$ cat src/font_rom_glyph_address_generator_macros.svh
// assertion macros for the font rom glyph address generator
`ifndef FONT_ROM_GLYPH_ADDRESS_GENERATOR_MACROS_SVH
`define FONT_ROM_GLYPH_ADDRESS_GENERATOR_MACROS_SVH

`ifndef SYNTH
// antecedent implies consequent in the same cycle
`define FRGA_ASSERT_NOW(lbl, ante, cons) \
	lbl: assert property (@(posedge clk) disable iff (!arst_n) (ante) |-> (cons)) \
		else $error("frga check failed");
// antecedent implies consequent in the cycle after
`define FRGA_ASSERT_NEXT(lbl, ante, cons) \
	lbl: assert property (@(posedge clk) disable iff (!arst_n) (ante) |=> (cons)) \
		else $error("frga check failed");
`else
`define FRGA_ASSERT_NOW(lbl, ante, cons)
`define FRGA_ASSERT_NEXT(lbl, ante, cons)
`endif

`endif

$ cat src/frga_pkg.sv
// shared types, constants and font table of the glyph address generator
`default_nettype none
package frga_pkg;

	localparam int InWidth  = 40;
	localparam int OutWidth = 80;
	localparam int IdxWidth = 13;

	localparam logic [7:0] SymLeadLo   = 8'hA1;
	localparam logic [7:0] SymLeadHi   = 8'hA9;
	localparam logic [7:0] HanLeadLo   = 8'hB0;
	localparam logic [7:0] HanLeadHi   = 8'hF7;
	localparam logic [7:0] TrailLo     = 8'hA1;
	localparam logic [7:0] AscLo       = 8'h20;
	localparam logic [7:0] AscHi       = 8'h7E;
	localparam logic [6:0] RowLen      = 7'd94;
	localparam logic [9:0] HanOffset   = 10'd846;

	localparam logic CmdStart = 1'b0;
	localparam logic CmdText  = 1'b1;
	localparam logic SetGb    = 1'b0;
	localparam logic SetAscii = 1'b1;

	localparam logic RegFontSet  = 1'b0;
	localparam logic RegFontSize = 1'b1;

	typedef enum logic {
		ST_IDLE,
		ST_CALC
	} frga_state_t;

	typedef struct packed {
		logic take_in;
		logic load_out;
	} frga_cmd_t;

	typedef struct packed {
		logic emit;
	} frga_status_t;

	typedef struct packed {
		logic        valid;
		logic [23:0] base;
		logic [7:0]  count;
		logic [5:0]  adv;
		logic [5:0]  w;
		logic [5:0]  h;
	} font_desc_t;

	function automatic font_desc_t font_lookup(input logic set, input logic [2:0] size);
		font_desc_t f;
		f = '0;
		if (set == SetGb) begin
			case (size)
				3'd1: f = '{1'b1, 24'h000000, 8'd24, 6'd12, 6'd16, 6'd12};
				3'd2: f = '{1'b1, 24'h02C9D0, 8'd32, 6'd16, 6'd16, 6'd16};
				3'd3: f = '{1'b1, 24'h068190, 8'd72, 6'd24, 6'd24, 6'd24};
				3'd4: f = '{1'b1, 24'h0EDF00, 8'd128, 6'd32, 6'd32, 6'd32};
				default: f = '0;
			endcase
		end else begin
			case (size)
				3'd1: f = '{1'b1, 24'h1DDF80, 8'd8, 6'd6, 6'd8, 6'd8};
				3'd2: f = '{1'b1, 24'h1DE280, 8'd8, 6'd8, 6'd8, 6'd8};
				3'd3: f = '{1'b1, 24'h1DBE00, 8'd12, 6'd6, 6'd8, 6'd12};
				3'd4: f = '{1'b1, 24'h1DD780, 8'd16, 6'd8, 6'd8, 6'd16};
				3'd5: f = '{1'b1, 24'h1DFF00, 8'd48, 6'd12, 6'd16, 6'd24};
				3'd6: f = '{1'b1, 24'h1E5A50, 8'd64, 6'd16, 6'd16, 6'd32};
				default: f = '0;
			endcase
		end
		return f;
	endfunction

endpackage
`default_nettype wire

$ cat src/frga_ctrl.sv
// controller: request sequencing and output register ownership
`default_nettype none
module frga_ctrl import frga_pkg::*; (
	input  wire logic         clk,
	input  wire logic         arst_n,
	input  wire logic         s_tvalid,
	output logic              s_tready,
	output logic              m_tvalid,
	input  wire logic         m_tready,
	input  wire frga_status_t status,
	output frga_cmd_t         cmd
);

	frga_state_t state_q, state_d;
	logic        out_valid_q;
	logic        out_free;

	assign out_free = !out_valid_q || m_tready;
	assign m_tvalid = out_valid_q;

	always_comb begin
		state_d = state_q;
		case (state_q)
			ST_IDLE: begin
				if (s_tvalid) state_d = ST_CALC;
			end
			ST_CALC: begin
				if (!status.emit || out_free) state_d = ST_IDLE;
			end
			default: state_d = ST_IDLE;
		endcase
	end

	always_comb begin
		s_tready     = 1'b0;
		cmd.take_in  = 1'b0;
		cmd.load_out = 1'b0;
		case (state_q)
			ST_IDLE: begin
				s_tready    = 1'b1;
				cmd.take_in = s_tvalid;
			end
			ST_CALC: begin
				cmd.load_out = status.emit && out_free;
			end
			default: begin
				s_tready = 1'b0;
			end
		endcase
	end

	always_ff @(posedge clk or negedge arst_n) begin
		if (!arst_n) begin
			state_q     <= ST_IDLE;
			out_valid_q <= 1'b0;
		end else begin
			state_q <= state_d;
			if (cmd.load_out) out_valid_q <= 1'b1;
			else if (m_tready) out_valid_q <= 1'b0;
		end
	end

endmodule
`default_nettype wire

$ cat src/frga_datapath.sv
// datapath: text decode, pen state, glyph index and rom address
`default_nettype none
module frga_datapath import frga_pkg::*; (
	input  wire logic                clk,
	input  wire logic                arst_n,
	input  wire logic                cfg_we,
	input  wire logic                cfg_index,
	input  wire logic [2:0]          cfg_data,
	input  wire logic                s_tuser,
	input  wire logic [InWidth-1:0]  s_tdata,
	input  wire frga_cmd_t           cmd,
	output frga_status_t             status,
	output logic [OutWidth-1:0]      m_tdata
);

	logic        font_set_q;
	logic [2:0]  font_size_q;
	logic [7:0]  pending_lead_q;
	logic        lead_valid_q;
	logic [15:0] cursor_x_q;
	logic [15:0] cursor_y_q;

	logic [15:0] in_x, in_y;
	logic [7:0]  in_byte;
	font_desc_t  f;

	logic              is_sym, is_han, trail_ok, asc_ok;
	logic [6:0]        row;
	logic [13:0]       row_prod;
	logic [7:0]        trail_off;
	logic [IdxWidth-1:0] gb_idx, asc_idx;
	logic [15:0]       cursor_next;

	logic                emit_s1;
	logic [IdxWidth-1:0] idx_s1;
	logic [23:0]         base_s1;
	logic [7:0]          count_s1;
	logic [5:0]          w_s1, h_s1;
	logic [15:0]         gx_s1, gy_s1;

	logic [20:0] addr_prod;
	logic [23:0] addr_sum;

	logic [23:0] addr_q;
	logic [7:0]  count_q;
	logic [15:0] gx_q, gy_q;
	logic [5:0]  w_q, h_q;

	assign in_x    = s_tdata[15:0];
	assign in_y    = s_tdata[31:16];
	assign in_byte = s_tdata[39:32];
	assign f       = font_lookup(font_set_q, font_size_q);

	// glyph index of a gb2312 pair, symbol rows first then hanzi
	assign is_sym    = (pending_lead_q >= SymLeadLo) && (pending_lead_q <= SymLeadHi);
	assign is_han    = (pending_lead_q >= HanLeadLo) && (pending_lead_q <= HanLeadHi);
	assign trail_ok  = in_byte >= TrailLo;
	assign row       = is_sym ? 7'(pending_lead_q - SymLeadLo) : 7'(pending_lead_q - HanLeadLo);
	assign row_prod  = row * RowLen;
	assign trail_off = in_byte - TrailLo;
	assign gb_idx    = IdxWidth'(row_prod) + IdxWidth'(trail_off)
		+ (is_sym ? '0 : IdxWidth'(HanOffset));
	assign asc_ok    = (in_byte >= AscLo) && (in_byte <= AscHi);
	assign asc_idx   = IdxWidth'(in_byte - AscLo);
	assign cursor_next = cursor_x_q + {10'd0, f.adv};

	always_ff @(posedge clk or negedge arst_n) begin
		if (!arst_n) begin
			font_set_q  <= SetGb;
			font_size_q <= 3'd1;
		end else if (cfg_we) begin
			case (cfg_index)
				RegFontSet:  font_set_q  <= cfg_data[0];
				RegFontSize: font_size_q <= cfg_data;
				default:     font_size_q <= font_size_q;
			endcase
		end
	end

	always_ff @(posedge clk or negedge arst_n) begin
		if (!arst_n) begin
			lead_valid_q <= 1'b0;
			cursor_x_q   <= '0;
			cursor_y_q   <= '0;
			emit_s1      <= 1'b0;
		end else if (cmd.take_in) begin
			if (s_tuser == CmdStart) begin
				emit_s1      <= 1'b0;
				cursor_x_q   <= in_x;
				cursor_y_q   <= in_y;
				lead_valid_q <= 1'b0;
			end else if (in_byte == 8'd0) begin
				emit_s1      <= 1'b0;
				lead_valid_q <= 1'b0;
			end else if (font_set_q == SetAscii) begin
				lead_valid_q <= 1'b0;
				emit_s1      <= f.valid && asc_ok;
				if (f.valid) cursor_x_q <= cursor_next;
			end else if (!lead_valid_q) begin
				emit_s1      <= 1'b0;
				lead_valid_q <= 1'b1;
			end else begin
				lead_valid_q <= 1'b0;
				emit_s1      <= f.valid && trail_ok && (is_sym || is_han);
				if (f.valid) cursor_x_q <= cursor_next;
			end
		end
	end

	// payload side of the decode stage
	always_ff @(posedge clk) begin
		if (cmd.take_in) begin
			if (s_tuser == CmdText && font_set_q == SetGb && !lead_valid_q)
				pending_lead_q <= in_byte;
			idx_s1   <= (font_set_q == SetAscii) ? asc_idx : gb_idx;
			base_s1  <= f.base;
			count_s1 <= f.count;
			w_s1     <= f.w;
			h_s1     <= f.h;
			gx_s1    <= cursor_x_q;
			gy_s1    <= cursor_y_q;
		end
	end

	assign status.emit = emit_s1;

	assign addr_prod = idx_s1 * count_s1;
	assign addr_sum  = {3'd0, addr_prod} + base_s1;

	always_ff @(posedge clk) begin
		if (cmd.load_out) begin
			addr_q  <= addr_sum;
			count_q <= count_s1;
			gx_q    <= gx_s1;
			gy_q    <= gy_s1;
			w_q     <= w_s1;
			h_q     <= h_s1;
		end
	end

	assign m_tdata = {4'd0, h_q, w_q, gy_q, gx_q, count_q, addr_q};

endmodule
`default_nettype wire

$ cat src/font_rom_glyph_address_generator.sv
// top level of the font rom glyph address generator
`default_nettype none
`include "font_rom_glyph_address_generator_macros.svh"
// Takes start requests (tuser low: pen x and row y) and text byte requests (tuser high) and
// gives one request per drawable glyph with its font rom address, bitmap byte count, pen
// position and window size. Each input is handled in order: the decode stage turns the byte or
// gb2312 pair into a registered glyph index, then the index times byte count multiply and
// base add go into the output register. A result still waiting at the output holds the next
// multiply step until it is taken; the next input is taken while a result waits. The user
// writes font set and size through the cfg port only while idle; the block does not enforce it.
module font_rom_glyph_address_generator import frga_pkg::*; (
	input  wire logic                clk,
	input  wire logic                arst_n,
	input  wire logic                cfg_we,
	input  wire logic                cfg_index,
	input  wire logic [2:0]          cfg_data,
	input  wire logic                s_tvalid,
	output logic                     s_tready,
	input  wire logic [InWidth-1:0]  s_tdata,  // start_x, start_y, text_byte
	input  wire logic                s_tuser,  // cmd
	output logic                     m_tvalid,
	input  wire logic                m_tready,
	// rom_address, byte_count, glyph_x, glyph_y, win_width, win_height, zero pad
	output logic [OutWidth-1:0]      m_tdata
);

	frga_cmd_t    cmd;
	frga_status_t status;

	frga_ctrl u_ctrl (
		.clk      (clk),
		.arst_n   (arst_n),
		.s_tvalid (s_tvalid),
		.s_tready (s_tready),
		.m_tvalid (m_tvalid),
		.m_tready (m_tready),
		.status   (status),
		.cmd      (cmd)
	);

	frga_datapath u_datapath (
		.clk       (clk),
		.arst_n    (arst_n),
		.cfg_we    (cfg_we),
		.cfg_index (cfg_index),
		.cfg_data  (cfg_data),
		.s_tuser   (s_tuser),
		.s_tdata   (s_tdata),
		.cmd       (cmd),
		.status    (status),
		.m_tdata   (m_tdata)
	);

	// an accepted request is always followed by the compute cycle
	`FRGA_ASSERT_NEXT(a_accept_then_busy, s_tvalid && s_tready, !s_tready)
	// a loaded result shows up at the output
	`FRGA_ASSERT_NEXT(a_load_shows, cmd.load_out, m_tvalid)
	// never overwrite a result that has not been taken
	`FRGA_ASSERT_NOW(a_no_overwrite, cmd.load_out, !m_tvalid || m_tready)

endmodule
`default_nettype wire

$ cat config.mk
export PLATFORM = sky130hd
export DESIGN_NAME = font_rom_glyph_address_generator
export DESIGN_NICKNAME = d
export VERILOG_FILES = /design/src/frga_pkg.sv /design/src/frga_ctrl.sv /design/src/frga_datapath.sv /design/src/font_rom_glyph_address_generator.sv
export VERILOG_INCLUDE_DIRS = /design/src /design/src/src
export SDC_FILE = /design/constraint.sdc
export NUM_CORES = 1
export LEC_CHECK = 0
export CAP_MARGIN = 40
export CORE_AREA = 2 2 211 233
export DETAILED_ROUTE_END_ITERATION = 7
export DIE_AREA = 0 0 213 235
export DONT_BUFFER_PORTS = 1
export PLACE_DENSITY_LB_ADDON = 0.3
export SLEW_MARGIN = 20
export SYNTH_ARGS = -nofsm -noshare
export SYNTH_HDL_FRONTEND = slang
export SYNTH_SLANG_ARGS = --single-unit
$ cat constraint.sdc
create_clock -name clk -period 9 [get_ports clk]
set_input_delay 0.45 -clock clk [delete_from_list [all_inputs] [get_ports clk]]
set_output_delay 0.45 -clock clk [all_outputs]
set_load 0.05 [all_outputs]
==> summary.txt, run 1 <==
Status
  • Status: complete, no violations

Placement
  • Dpl ws: 2.22 ns
  • Hpwl dp: 19800 um
  • RD Place Congestion: 0.761
  • # port buffers: 0
  • Dpl cell area: 12500 um2

Floorplanning
  • Die Width: 213 um
  • Initial Utilization: 24.8%
  • Cell Rows: 84
  • I/O Pins: 132
  • Die area: 50100 um2
  • Die Height: 235 um
  • Core area: between 40000 and 50000 um2

STA
  • Fmax: 149 MHz
  • RSZ-0062 raised after global routing: no
  • Final period util: approximately 75%
  • Setup Skew: 0.0123 ns
  • Hold slack: between 0.1 and 0.15 ns
  • Worst rel slew slack: 47.6%
  • Final hold vios: 0
  • Setup ws final: 2.28 ns
  • Fin Setup TNS: 0 ns
  • Slew Viols, Final: 0
  • Min Clock Period, post-route: just under 7 ns
  • Slew at the pin closest to its max-slew limit: 0.786 ns
  • Setup Viol. Count Final: 0

Worst setup path
  • R2R Setup Slk: 2.28 ns
  • Worst path required time: 9.18 ns
  • CP max FO: 12
  • CP startpoint kind: register
  • RR Startpoint: u_datapath.pending_lead_q[0]$_DFFE_PP_
  • R2r worst-path depth: 24
  • Crit path DAT: 6.90 ns
  • Crit. Startpoint: u_datapath.pending_lead_q[0]$_DFFE_PP_
  • Crit. End Element: register
  • R2r endpoint: u_datapath.idx_s1[12]$_DFFE_PP_
  • Crit Path Class: reg -> reg

Final layout
  • Finished Cell Area: 13200 um2
  • Layout cells sized above 1: 7.49%
  • Area grow syn2layout: 11.5%
  • Layout net count: 1231
  • ANT cells: 0

Pwr
  • Pwr dens: 367 nW/um2
  • Worst VDD drop: 258 uV
  • Pleak: 5.38 nW

GRT
  • Initial antenna violation count: 3
  • All-Layer GR Usage: 10.5%
  • Gr ovfl total: 0
  • Pin count of the biggest net entering global routing: 55
  • First-pass GRT wire length: about 40000 um
  • Via count of the first global-routing pass: 7103

Clock tree
  • Clk buf depth: 2
  • Num CTS Buffers: 17
  • CTS tree: yes
  • Worst skew pair latency: 0.44 ns
  • Reg clk slew, reported paths: 0.07 ns
  • Clk root buf: clkbuf_16
  • Post-CTS sizing: 0
  • H-tree Lvls: 4
  • Total clock sinks: 185

Drt
  • Highest metal used: met5
  • Post-DRT Antenna Nets: 0
  • Met1 WL: 11400 um
  • Post-route DRC: 0
  • DRT Pass-1 Iters: 4
  • Vias per cell: about 4.2
  • Number of DRC markers in iteration 0: around 320
  • WL final: 25400 um
  • Via Count: 7006
  • Metal3 WL: 784 um
  • Routed len/inst: 15.3 um
  • Met2 wire length: about 13000 um

Synthesis
  • Post-Synth XOR/XNOR Area: 3.56%
  • Cells after synthesis: 1002
  • Complex-gate fraction of the synthesized area: 8.20%
  • Syn. warnings: 0
  • Main combinational cell family by area after synthesis: adder cells
  • Ys flop type: edfxtp_1
  • Post-synthesis adder-cell area fraction: approximately a quarter
  • Top cells by area, synth: edfxtp_1 37%, fa_1 13%, ha_1 11%, dfrtp_1 8.3%, inv_1 3.5%
  • Register area share after synthesis: between 40% and 50%
  • #FFs+latches synth: 185
  • Async SR Flop Fraction: 21.6%
  • Synthesized area: 11800 um2
  • Post-synthesis mux area share: 2.96%
  • Cell taking the most area after synthesis: edfxtp_1
  • Post-Syn Area per Cell: 11.8 um2
  • Count of different cell masters after synthesis: 64
  • Simple-Gate Fraction of Synth Area: 10.5%
  • Commonest cells in the netlist: 145 x edfxtp_1, 109 x inv_1, 100 x ha_1
  • Synth top area share: approximately 37%
  • Post-synth EDFFs: ~150
  • Top-count cell post-synth: edfxtp_1

Hold path
  • Min-delay src: s_tdata[36]
  • Worst Hold End: u_datapath.pending_lead_q[4]$_DFFE_PP_
  • HP Class: in -> reg
  • Hold path depth: 0

Job
  • Number of max-cap violations: 0
## worst max path at each step
| stage | end | slack [ns] | cells past startpoint |
|---|---|---|---|
| floorplan | u_datapath.idx_s1[12]$_DFFE_PP_ | 2.76 | 23 |
| global placement | u_datapath.idx_s1[12]$_DFFE_PP_ | 2.37 | 23 |
| detailed placement | u_datapath.idx_s1[12]$_DFFE_PP_ | 2.22 | 23 |
| CTS | u_datapath.idx_s1[12]$_DFFE_PP_ | 2.18 | 23 |
| global route | u_datapath.idx_s1[12]$_DFFE_PP_ | 1.84 | 24 |
| finish | u_datapath.idx_s1[12]$_DFFE_PP_ | 2.28 | 24 |
## per-stage QoR
stage,utilization [%],std cells,power [mW]
after floorplan,-,1015,3.61
after global placement,26.2,1623,4.10
after detailed placement,26.3,1625,4.14
after CTS,27.6,1659,4.91
after global routing,27.7,1660,5.34
final,27.7,1660,4.84
## flip-flops by register name (all words and copies together) (netlist names), 6 cells and up
signal                     cells
u_datapath.addr_q             21
u_datapath.base_s1            15
u_datapath.count_q             6
u_datapath.cursor_x_q         16
u_datapath.cursor_y_q         16
u_datapath.gx_q               16
u_datapath.gx_s1              16
u_datapath.gy_q               16
u_datapath.gy_s1              16
u_datapath.idx_s1             13
u_datapath.pending_lead_q      8
## kinds of logic after synthesis
family | Yosys count
AND/OR/NAND/NOR | 256
flip-flops | 185
adder cells (fa/ha/maj) | 179
buffers and inverters | 151
AO/OA/AOI/OAI | 150
XOR/XNOR | 48
multiplexers | 32
other | 1
## area by class of cell
cell class                      instances  area [um2]
Tap cell                              645         807
Clock buffer                           18         439
Clock inverter                         14         135
Sequential cell                       185        5360
Fill cell                            4892       34400
Inverter                              109         409
Timing Repair Buffer                   10         141
Multi-Input combinational cell        679        5880
## layer usage
metal / GRT usage, % / vias up
li1: - / 3431
met1: 13.3 / 3460
met2: 17.7 / 89
met3: 2.58 / 20
met4: 2.82 / 6
met5: 0 / -
## cell usage in the layout, fill, tap and decap left out, drive strengths merged, types with 9 or more instances in the layout
cell and instances:
edfxtp 145, inv 116, ha 100, nand2 83, fa 79, nor2 52, and2 47, a21oi 42
dfrtp 39, o21ai 38, xnor2 33, mux2 23, nor3 20, clkbuf 18, xor2 15, conb 14
nand3 12, a21o 10, nand2b 9, mux2i 9, nor2b 9, buf 9
## worst max-delay path: stages, from the launching register on
cell and delay, ns:
edfxtp_1 0.48, inv_1 0.16, ha_1 0.18, or3b_1 0.36, a2111o_1 0.48, o211ai_2 0.14
buf_6 0.21, or2b_1 0.13, xnor2_1 0.18, inv_1 0.15, fa_1 0.50, ha_1 0.32
fa_1 0.57, inv_1 0.06, fa_1 0.45, xnor2_1 0.20, fa_1 0.44, ha_1 0.35
o21a_1 0.13, o31ai_1 0.10, a21oi_1 0.27, nor4_1 0.08, nor4_1 0.24, xnor2_1 0.17
o21ai_1 0.08
## power breakdown
part	leakage (nW)	switching (mW)	internal (mW)	total [mW]
combinational	3.28	1.48	1.24	2.73
clock	0.276	0.341	0.395	0.737
sequential	1.82	0.170	1.20	1.37
## timing repair
action / 4_1_cts / 5_1_grt
buffers inserted: 0 / 0
endpoints found under the hold margin: 40 / 0
hold buffers: 2 / 0
No activity file was read; power rests on OpenSTA's default activity.
==> run 2, diff against run 1 <==
ABC_AREA = 1   (was unset)
CORE_AREA = 2 2 213 236   (was 2 2 211 233)
DIE_AREA = 0 0 215 238   (was 0 0 213 235)
clock period = 5.5 ns   (was 9 ns; I/O delays follow)
==> run 2 against run 1 <==
Net effect: power up 64%; wire length increased by 12%; global-route usage up 0.71 points; hold slack got worse by 0.074 ns; combinational power grew 64%; final area is 10% higher; clock power rose by 66%; die area rose by 2.2%; count of clock-buffer cells in the layout unchanged; sequential power rose by 61%; first-iteration DRC count rose by 22%; fmax is 23% higher; critical path type unchanged; largest cell class unchanged.
==> summary.txt, run 2 <==
Worst setup path
  • CP startpoint kind: register
  • Worst path max stage delay: 0.50 ns (-0.07 ns)
  • CP max FO: 6 (-6)
  • R2r endpoint: u_datapath.idx_s1[12]$_DFFE_PP_
  • Crit. End Element: register
  • Crit path top cell by count: inv_2
  • R2R Setup Slk: 0.02 ns (-2.26 ns)
  • Crit Path Class: reg -> reg
  • R2r worst-path depth: 34 (+42%)
  • Crit path DAT: 5.67 ns (-1.23 ns)
  • Worst path required time: 5.69 ns (-3.49 ns)
  • Slowest CP cell: fa_1
  • RR Startpoint: u_datapath.pending_lead_q[4]$_DFFE_PP_

Synthesis
  • Post-synthesis mux area share: 1.59% (-1.4 points)
  • Complex-gate fraction of the synthesized area: 6.42% (-1.8 points)
  • Ys flop type: edfxtp_1
  • Count of different cell masters after synthesis: 54 (-16%)
  • Top-count cell post-synth: nand2_1
  • Async SR Flop Fraction: 21.6% (unchanged)
  • Syn. warnings: 0 (unchanged)
  • Commonest cells in the netlist: 225 x nand2_1, 212 x inv_1, 145 x edfxtp_1
  • Simple-Gate Fraction of Synth Area: 12.8% (+2.3 points)
  • Post-synth EDFFs: 145 (unchanged)
  • Synth top area share: 36.1% (-0.79 points)
  • Post-Synth XOR/XNOR Area: 2.69% (-0.87 points)
  • Top cells by area, synth: edfxtp_1 36%, fa_1 13%, ha_1 10%, dfrtp_1 8.1%, nand2_1 7.0%
  • Main combinational cell family by area after synthesis: adder cells
  • Cell taking the most area after synthesis: edfxtp_1
  • #FFs+latches synth: 185 (unchanged)
  • Cells after synthesis: 1166 (+16%)
  • Post-Syn Area per Cell: 10.3 um2 (-12%)
  • Synthesized area: 12100 um2 (+2.2%)
  • Post-synthesis adder-cell area fraction: 23.5% (-0.51 points)
  • Register area share after synthesis: 44.4% (-0.97 points)

Final layout
  • Most common cell after layout, fill and taps aside: nand2_1
  • Biggest register: u_datapath.addr_q
  • Finished Cell Area: 14500 um2 (+10%)
  • Layout cells sized above 1: 15.7% (+8.2 points)
  • Final std cells w/o fill: 1921 (+16%)
  • Layout net count: 1483 (+20%)
  • Final core occ: 29.8% (+2.2 points)
  • # fillers: 5091 (+4.1%)
  • Commonest non-fill, non-tap cells in the layout: 215 x nand2_1, 199 x inv_1, 145 x edfxtp_1
  • Area grow syn2layout: 20.3%
  • Max reg flops: 21 (unchanged)

STA
  • RSZ-0062 raised after global routing: yes
  • Slew Viols, Final: 0 (unchanged)
  • Setup Skew: 0.0113 ns (-0.000921 ns)
  • Fmax: 182 MHz (+23%)
  • Slew at the pin closest to its max-slew limit: 0.687 ns (-0.0986 ns)
  • Min Clock Period, post-route: 5.48 ns (-1.24 ns)
  • Final hold vios: 0 (unchanged)
  • Fin Setup TNS: 0 ns (unchanged)
  • Worst rel slew slack: 54.2% (+6.6 points)
  • Final period util: 99.7% (+25 points)
  • Setup Viol. Count Final: 0 (unchanged)

Drt
  • Vias per cell: 4.17 (-1.1%)
  • Routed len/inst: 14.7 um (-3.5%)
  • Post-route DRC: 0 (unchanged)
  • Via Count: 8017 (+14%)
  • Number of DRC markers in iteration 0: 390 (+22%)
  • DRT Pass-1 Iters: 4 (unchanged)
  • WL final: 28300 um (+12%)
  • Post-DRT Antenna Nets: 0 (unchanged)

Placement
  • Hpwl dp: 22100 um (+12%)
  • Dpl cell area: 13100 um2 (+4.8%)
  • # port buffers: 0 (unchanged)
  • RD Place Congestion: 0.835 (+9.7%)
  • Placed Cells: 1838 (+13%)

Pwr
  • Pint: 4.52 mW (+59%)
  • Combinational share of power: 56.6% (+0.2 points)
  • Clock power frac: 15.5% (+0.3 points)
  • Pleak: 6.58 nW (+22%)
  • Switching pwr: 3.40 mW (+70%)
  • Pwr dens: 545 nW/um2 (+48%)
  • Sequential share of power: 27.9% (-0.5 points)
  • Total power: 7.91 mW (+64%)
  • Sw frac: 42.9% (+1.7 points)
  • Worst VDD drop: 322 uV (+25%)

Clock tree
  • Clk root buf: clkbuf_16
  • CTS tree: yes
  • Reg clk slew, reported paths: 0.07 ns (about the same)
  • Num CTS Buffers: 17 (unchanged)
  • H-tree Lvls: 4 (unchanged)
  • Total clock sinks: 185 (unchanged)
  • Worst skew pair latency: 0.44 ns (about the same)
  • Clk buf depth: 2 (unchanged)

Floorplanning
  • Die area: 51200 um2 (+2.2%)
  • Die Width: 215 um (+0.94%)
  • I/O Pins: 132 (unchanged)
  • Initial Utilization: 24.8% (-0.030 points)
  • Die Height: 238 um (+1.3%)
  • Cell Rows: 85 (+1.2%)
  • Core area: 48700 um2 (+2.3%)

GRT
  • Via count of the first global-routing pass: 8347 (+18%)
  • Pin count of the biggest net entering global routing: 52 (-5.5%)
  • Gr ovfl total: 0 (unchanged)
  • First-pass GRT wire length: 44900 um (+11%)
  • All-Layer GR Usage: 11.2% (+0.71 points)
  • Initial antenna violation count: 3 (unchanged)

Hold path
  • Min-delay src: s_tdata[1]
  • Hold path depth: 2 (+2)
  • Worst Hold End: u_datapath.cursor_x_q[1]$_DFFE_PN0P_
  • HP Class: in -> reg

Job
  • Number of max-cap violations: 0 (unchanged)

Status
  • Status: complete, no violations
-- run 2: power by group through the flow --
| stage | sequential (mW) | combinational (mW) | clock (mW) |
|---|---|---|---|
| detailed placement | 2.25 | 4.17 | 0 |
| finish | 2.21 | 4.48 | 1.22 |
| floorplan | 2.16 | 3.22 | 0 |
| CTS | 2.22 | 4.39 | 1.27 |
| global placement | 2.24 | 4.10 | 0 |
| global route | 2.24 | 5.21 | 1.32 |
-- run 2: final cells by class --
cell class                      count  area, um2  area share (%)
Multi-Input combinational cell    743       6110            42.1
Sequential cell                   185       5360            36.9
Inverter                          218        827            5.70
Timing Repair Buffer               89        822            5.66
Tap cell                          652        816            5.62
Clock buffer                       18        429            2.96
Clock inverter                     14        158            1.09
Antenna cell                        2       5.00          0.0345
-- run 2: layer usage --
metal,vias to the layer above,global-route usage (%),part of all wire (%)
met3,29,1.96,2.7
met5,-,0,0.039
met2,127,20.0,51
met4,2,3.45,2.1
met1,3912,13.8,45
li1,3947,-,-
-- run 2: cell families (layout without fill, tap and decap cells) --
family | Yosys count | in the layout
buffers and inverters | 251 | 339
muxes | 17 | 17
other | 1 | 16
DFF | 185 | 185
and+or+nand+nor | 362 | 362
adders and majority gates | 179 | 179
AOI/OAI and AO/OA | 134 | 134
xor gates and xnor gates | 37 | 37
-- run 2: stage by stage --
stage                     worst slack (ns)  hold WS, ns
after floorplan                     0.0179      -0.0206
after global placement             -0.0235      -0.0193
after detailed placement            -0.103      -0.0195
after CTS                          0.00246      0.00850
after global routing                -0.293       0.0239
final                               0.0168       0.0270
-- run 2: what timing repair did --
item,CTS,global route
hold buffers,37,0
hold endpoints to repair,74,0
pin swaps,17,37
endpoints found under the setup margin,4,7
resized for setup,21,50
buffers inserted,7,5
-- run 2: worst max path at each step --
stage,startpoint,end,slack (ns),depth (start not counted)
after floorplan,u_datapath.pending_lead_q[4]$_DFFE_PP_,u_datapath.idx_s1[12]$_DFFE_PP_,0.02,34
final,u_datapath.pending_lead_q[4]$_DFFE_PP_,u_datapath.idx_s1[12]$_DFFE_PP_,0.02,34
after detailed placement,u_datapath.pending_lead_q[5]$_DFFE_PP_,u_datapath.idx_s1[9]$_DFFE_PP_,-0.10,24
after global routing,u_datapath.pending_lead_q[1]$_DFFE_PP_,u_datapath.idx_s1[12]$_DFFE_PP_,-0.29,35
after global placement,u_datapath.pending_lead_q[4]$_DFFE_PP_,u_datapath.idx_s1[12]$_DFFE_PP_,-0.02,34
after CTS,u_datapath.pending_lead_q[4]$_DFFE_PP_,u_datapath.idx_s1[12]$_DFFE_PP_,0.002,34
-- run 2: critical path: cells and delay by family, from the launching register on --
family | cells | cell delay [ns]
AND/OR/NAND/NOR | 15 | 1.44
adder cells (fa/ha/maj) | 7 | 2.26
AO/OA/AOI/OAI | 3 | 0.31
XOR/XNOR | 2 | 0.26
flip-flops | 1 | 0.43
buffers and inverters | 7 | 0.50
==> run 3, diff against run 2 <==
ABC_AREA = 0   (was 1)
CORE_AREA = 2 2 211 233   (was 2 2 213 236)
DIE_AREA = 0 0 213 235   (was 0 0 215 238)
GPL_TIMING_DRIVEN = 0   (was unset)
==> run 3 against run 2 <==
Net effect: global-route usage barely moved; power increased by 11%; fmax fell by 8.2%; largest power group unchanged; the run now ends with negative setup slack left.
==> summary.txt, run 3 (synthesized netlist as in run 1, its figures left out) <==
Clock tree
  • Clk buf depth: 2 (unchanged)
  • Worst skew pair latency: 0.45 ns (about the same)
  • H-tree Lvls: 4 (unchanged)
  • Num CTS Buffers: 17 (unchanged)
  • Reg clk slew, reported paths: 0.08 ns (about the same)
  • Clk root buf: clkbuf_16
  • Total clock sinks: 185 (unchanged)
  • CTS tree: yes

Final layout
  • Max reg flops: 21 (unchanged)
  • Area grow syn2layout: 22.2%
  • Layout cells sized above 1: 15.9% (+0.23 points)
  • Layout net count: 1333 (-10%)
  • Commonest non-fill, non-tap cells in the layout: 145 x edfxtp_1, 102 x inv_1, 84 x ha_1
  • Biggest register: u_datapath.addr_q
  • Most common cell after layout, fill and taps aside: edfxtp_1
  • # fillers: 4826 (-5.2%)

Pwr
  • Sw frac: 41.8% (-1.2 points)
  • Worst VDD drop: 490 uV (+52%)
  • Pleak: 5.85 nW (-11%)
  • Pint: 5.10 mW (+13%)
  • Switching pwr: 3.66 mW (+7.7%)
  • Clock power frac: 13.8% (-1.7 points)
  • Sequential share of power: 25.3% (-2.6 points)
  • Pwr dens: 607 nW/um2 (+11%)
  • Combinational share of power: 60.9% (+4.3 points)

Placement
  • RD Place Congestion: 0.822 (-1.6%)
  • Hpwl dp: 21100 um (-4.6%)
  • # port buffers: 0 (unchanged)

Status
  • Status: finished with violations
  • Violated checks: negative setup slack

STA
  • Hold slack: 0.0268 ns (-0.000171 ns)
  • Final period util: 109% (+8.9 points)
  • Worst rel slew slack: 50.6% (-3.6 points)
  • RSZ-0062 raised after global routing: yes
  • Setup Viol. Count Final: 7 (+7)
  • Setup Skew: 0.0162 ns (+0.00490 ns)
  • Fin Setup TNS: -2.20 ns (-2.20 ns)
  • Min Clock Period, post-route: 5.97 ns (+0.487 ns)
  • Slew Viols, Final: 0 (unchanged)
  • Setup ws final: -0.470 ns (-0.487 ns)
  • Fmax: 167 MHz (-8.2%)
  • Slew at the pin closest to its max-slew limit: 0.740 ns (+0.0523 ns)
  • Final hold vios: 0 (unchanged)

Worst setup path
  • Crit Path Class: reg -> reg
  • R2r worst-path depth: 22 (-35%)
  • CP startpoint kind: register
  • Crit path top cell by count: ha_4
  • Worst path required time: 5.68 ns (about the same)
  • Worst path max stage delay: 0.62 ns (+0.12 ns)
  • Crit path DAT: 6.15 ns (+0.48 ns)
  • R2r endpoint: u_datapath.idx_s1[12]$_DFFE_PP_
  • Crit. End Element: register
  • R2R Setup Slk: -0.47 ns (-0.49 ns)
  • CP max FO: 6 (unchanged)
  • Worst path cell trace: inv_2, ha_4, or3b_4, a2111o_1, o211ai_4, nor2_1, xor2_2, fa_1, ha_4, fa_1, inv_1, fa_2, xnor2_4, fa_2, ha_4, o21a_1, o31ai_4, a21oi_2, nor4_2, nor4_2, xnor2_1, o21ai_1
  • RR Startpoint: u_datapath.pending_lead_q[0]$_DFFE_PP_
  • Slowest CP cell: fa_1

Floorplanning
  • Die Height: 235 um (-1.3%)
  • Die Width: 213 um (-0.93%)
  • Cell Rows: 84 (-1.2%)
  • I/O Pins: 132 (unchanged)
  • Core area: 47600 um2 (-2.3%)
  • Die area: 50100 um2 (-2.2%)
  • Initial Utilization: 24.8% (+0.030 points)

Drt
  • Post-DRT Antenna Nets: 0 (unchanged)
  • Via Count: 7539 (-6.0%)
  • Routed len/inst: 15.5 um (+5.3%)
  • Vias per cell: 4.28 (+2.5%)
  • Number of DRC markers in iteration 0: 302 (-23%)
  • WL final: 27400 um (-3.3%)
  • DRT Pass-1 Iters: 5 (+1)
  • Post-route DRC: 0 (unchanged)

Hold path
  • HP Class: in -> reg
  • Min-delay src: s_tdata[5]
  • Hold path depth: 2 (unchanged)
  • Worst Hold End: u_datapath.cursor_x_q[5]$_DFFE_PN0P_

GRT
  • Gr ovfl total: 0 (unchanged)
  • Pin count of the biggest net entering global routing: 42 (-19%)
  • Initial antenna violation count: 5 (+2)
  • All-Layer GR Usage: 11.2% (-0.041 points)
  • First-pass GRT wire length: 43100 um (-4.0%)
  • Via count of the first global-routing pass: 7701 (-7.7%)

Job
  • Number of max-cap violations: 0 (unchanged)
run 3: area by class of cell:
cell class	count	area [um2]	area share, %
flip-flops and latches	185	5360	37.1
inverters	109	414	2.87
clock buffers	18	429	2.97
repair buffers	71	707	4.90
well taps	645	807	5.59
clock inverters	14	158	1.09
plain buffers	41	225	1.56
multi-input cells	679	6330	43.9
diodes	1	2.50	0.0173
run 3: per-stage QoR:
stage	utilization, %	instances	setup slack [ns]	cell area (um2)	power [mW]
5_1_grt	30.3	1763	-0.736	14400	9.60
2_1_floorplan	-	1015	-0.406	12000	6.09
3_3_place_gp	27.0	1660	-0.851	12800	7.04
3_5_place_dp	27.1	1664	-0.919	12900	7.07
4_1_cts	29.8	1755	-0.409	14200	8.65
6_report	30.3	1763	-0.470	14400	8.76
run 3: power by group through the flow:
stage / clock [mW] / combinational, mW / sequential (mW)
after CTS: 1.25 / 5.18 / 2.22
after floorplan: 0 / 3.91 / 2.18
after global routing: 1.29 / 6.06 / 2.25
final: 1.21 / 5.33 / 2.22
after global placement: 0 / 4.79 / 2.25
after detailed placement: 0 / 4.82 / 2.25
run 3: worst max-delay path, delay by kind of cell, from the launching register on:
| kind | cells | cell delay [ns] |
|---|---|---|
| adders and majority gates | 7 | 2.63 |
| AOI/OAI and AO/OA | 6 | 1.06 |
| and+or+nand+nor | 4 | 0.86 |
| xor gates and xnor gates | 3 | 0.53 |
| DFF | 1 | 0.44 |
| buffers and inverters | 2 | 0.17 |
run 3: layer usage:
layer  GRT usage (%)  routed length (um)
met1            13.9               11900
met2            19.1               13900
met3            2.31                1040
met4            3.73                 479
met5               0                  52
run 3: worst max path at each step:
stage	slack, ns	endpoint	start
3_5_place_dp	-0.92	u_datapath.idx_s1[12]$_DFFE_PP_	u_datapath.pending_lead_q[4]$_DFFE_PP_
2_1_floorplan	-0.41	u_datapath.idx_s1[12]$_DFFE_PP_	u_datapath.pending_lead_q[0]$_DFFE_PP_
6_report	-0.47	u_datapath.idx_s1[12]$_DFFE_PP_	u_datapath.pending_lead_q[0]$_DFFE_PP_
3_3_place_gp	-0.85	u_datapath.idx_s1[12]$_DFFE_PP_	u_datapath.pending_lead_q[0]$_DFFE_PP_
5_1_grt	-0.74	u_datapath.idx_s1[12]$_DFFE_PP_	u_datapath.pending_lead_q[0]$_DFFE_PP_
4_1_cts	-0.41	u_datapath.idx_s1[12]$_DFFE_PP_	u_datapath.pending_lead_q[0]$_DFFE_PP_
run 3: what timing repair did:
action	4_1_cts	5_1_grt
buffers inserted	22	10
hold buffers	38	0
pin swaps	28	30
setup endpoints to repair	8	12
resized for setup	25	41
endpoints found under the hold margin	77	0
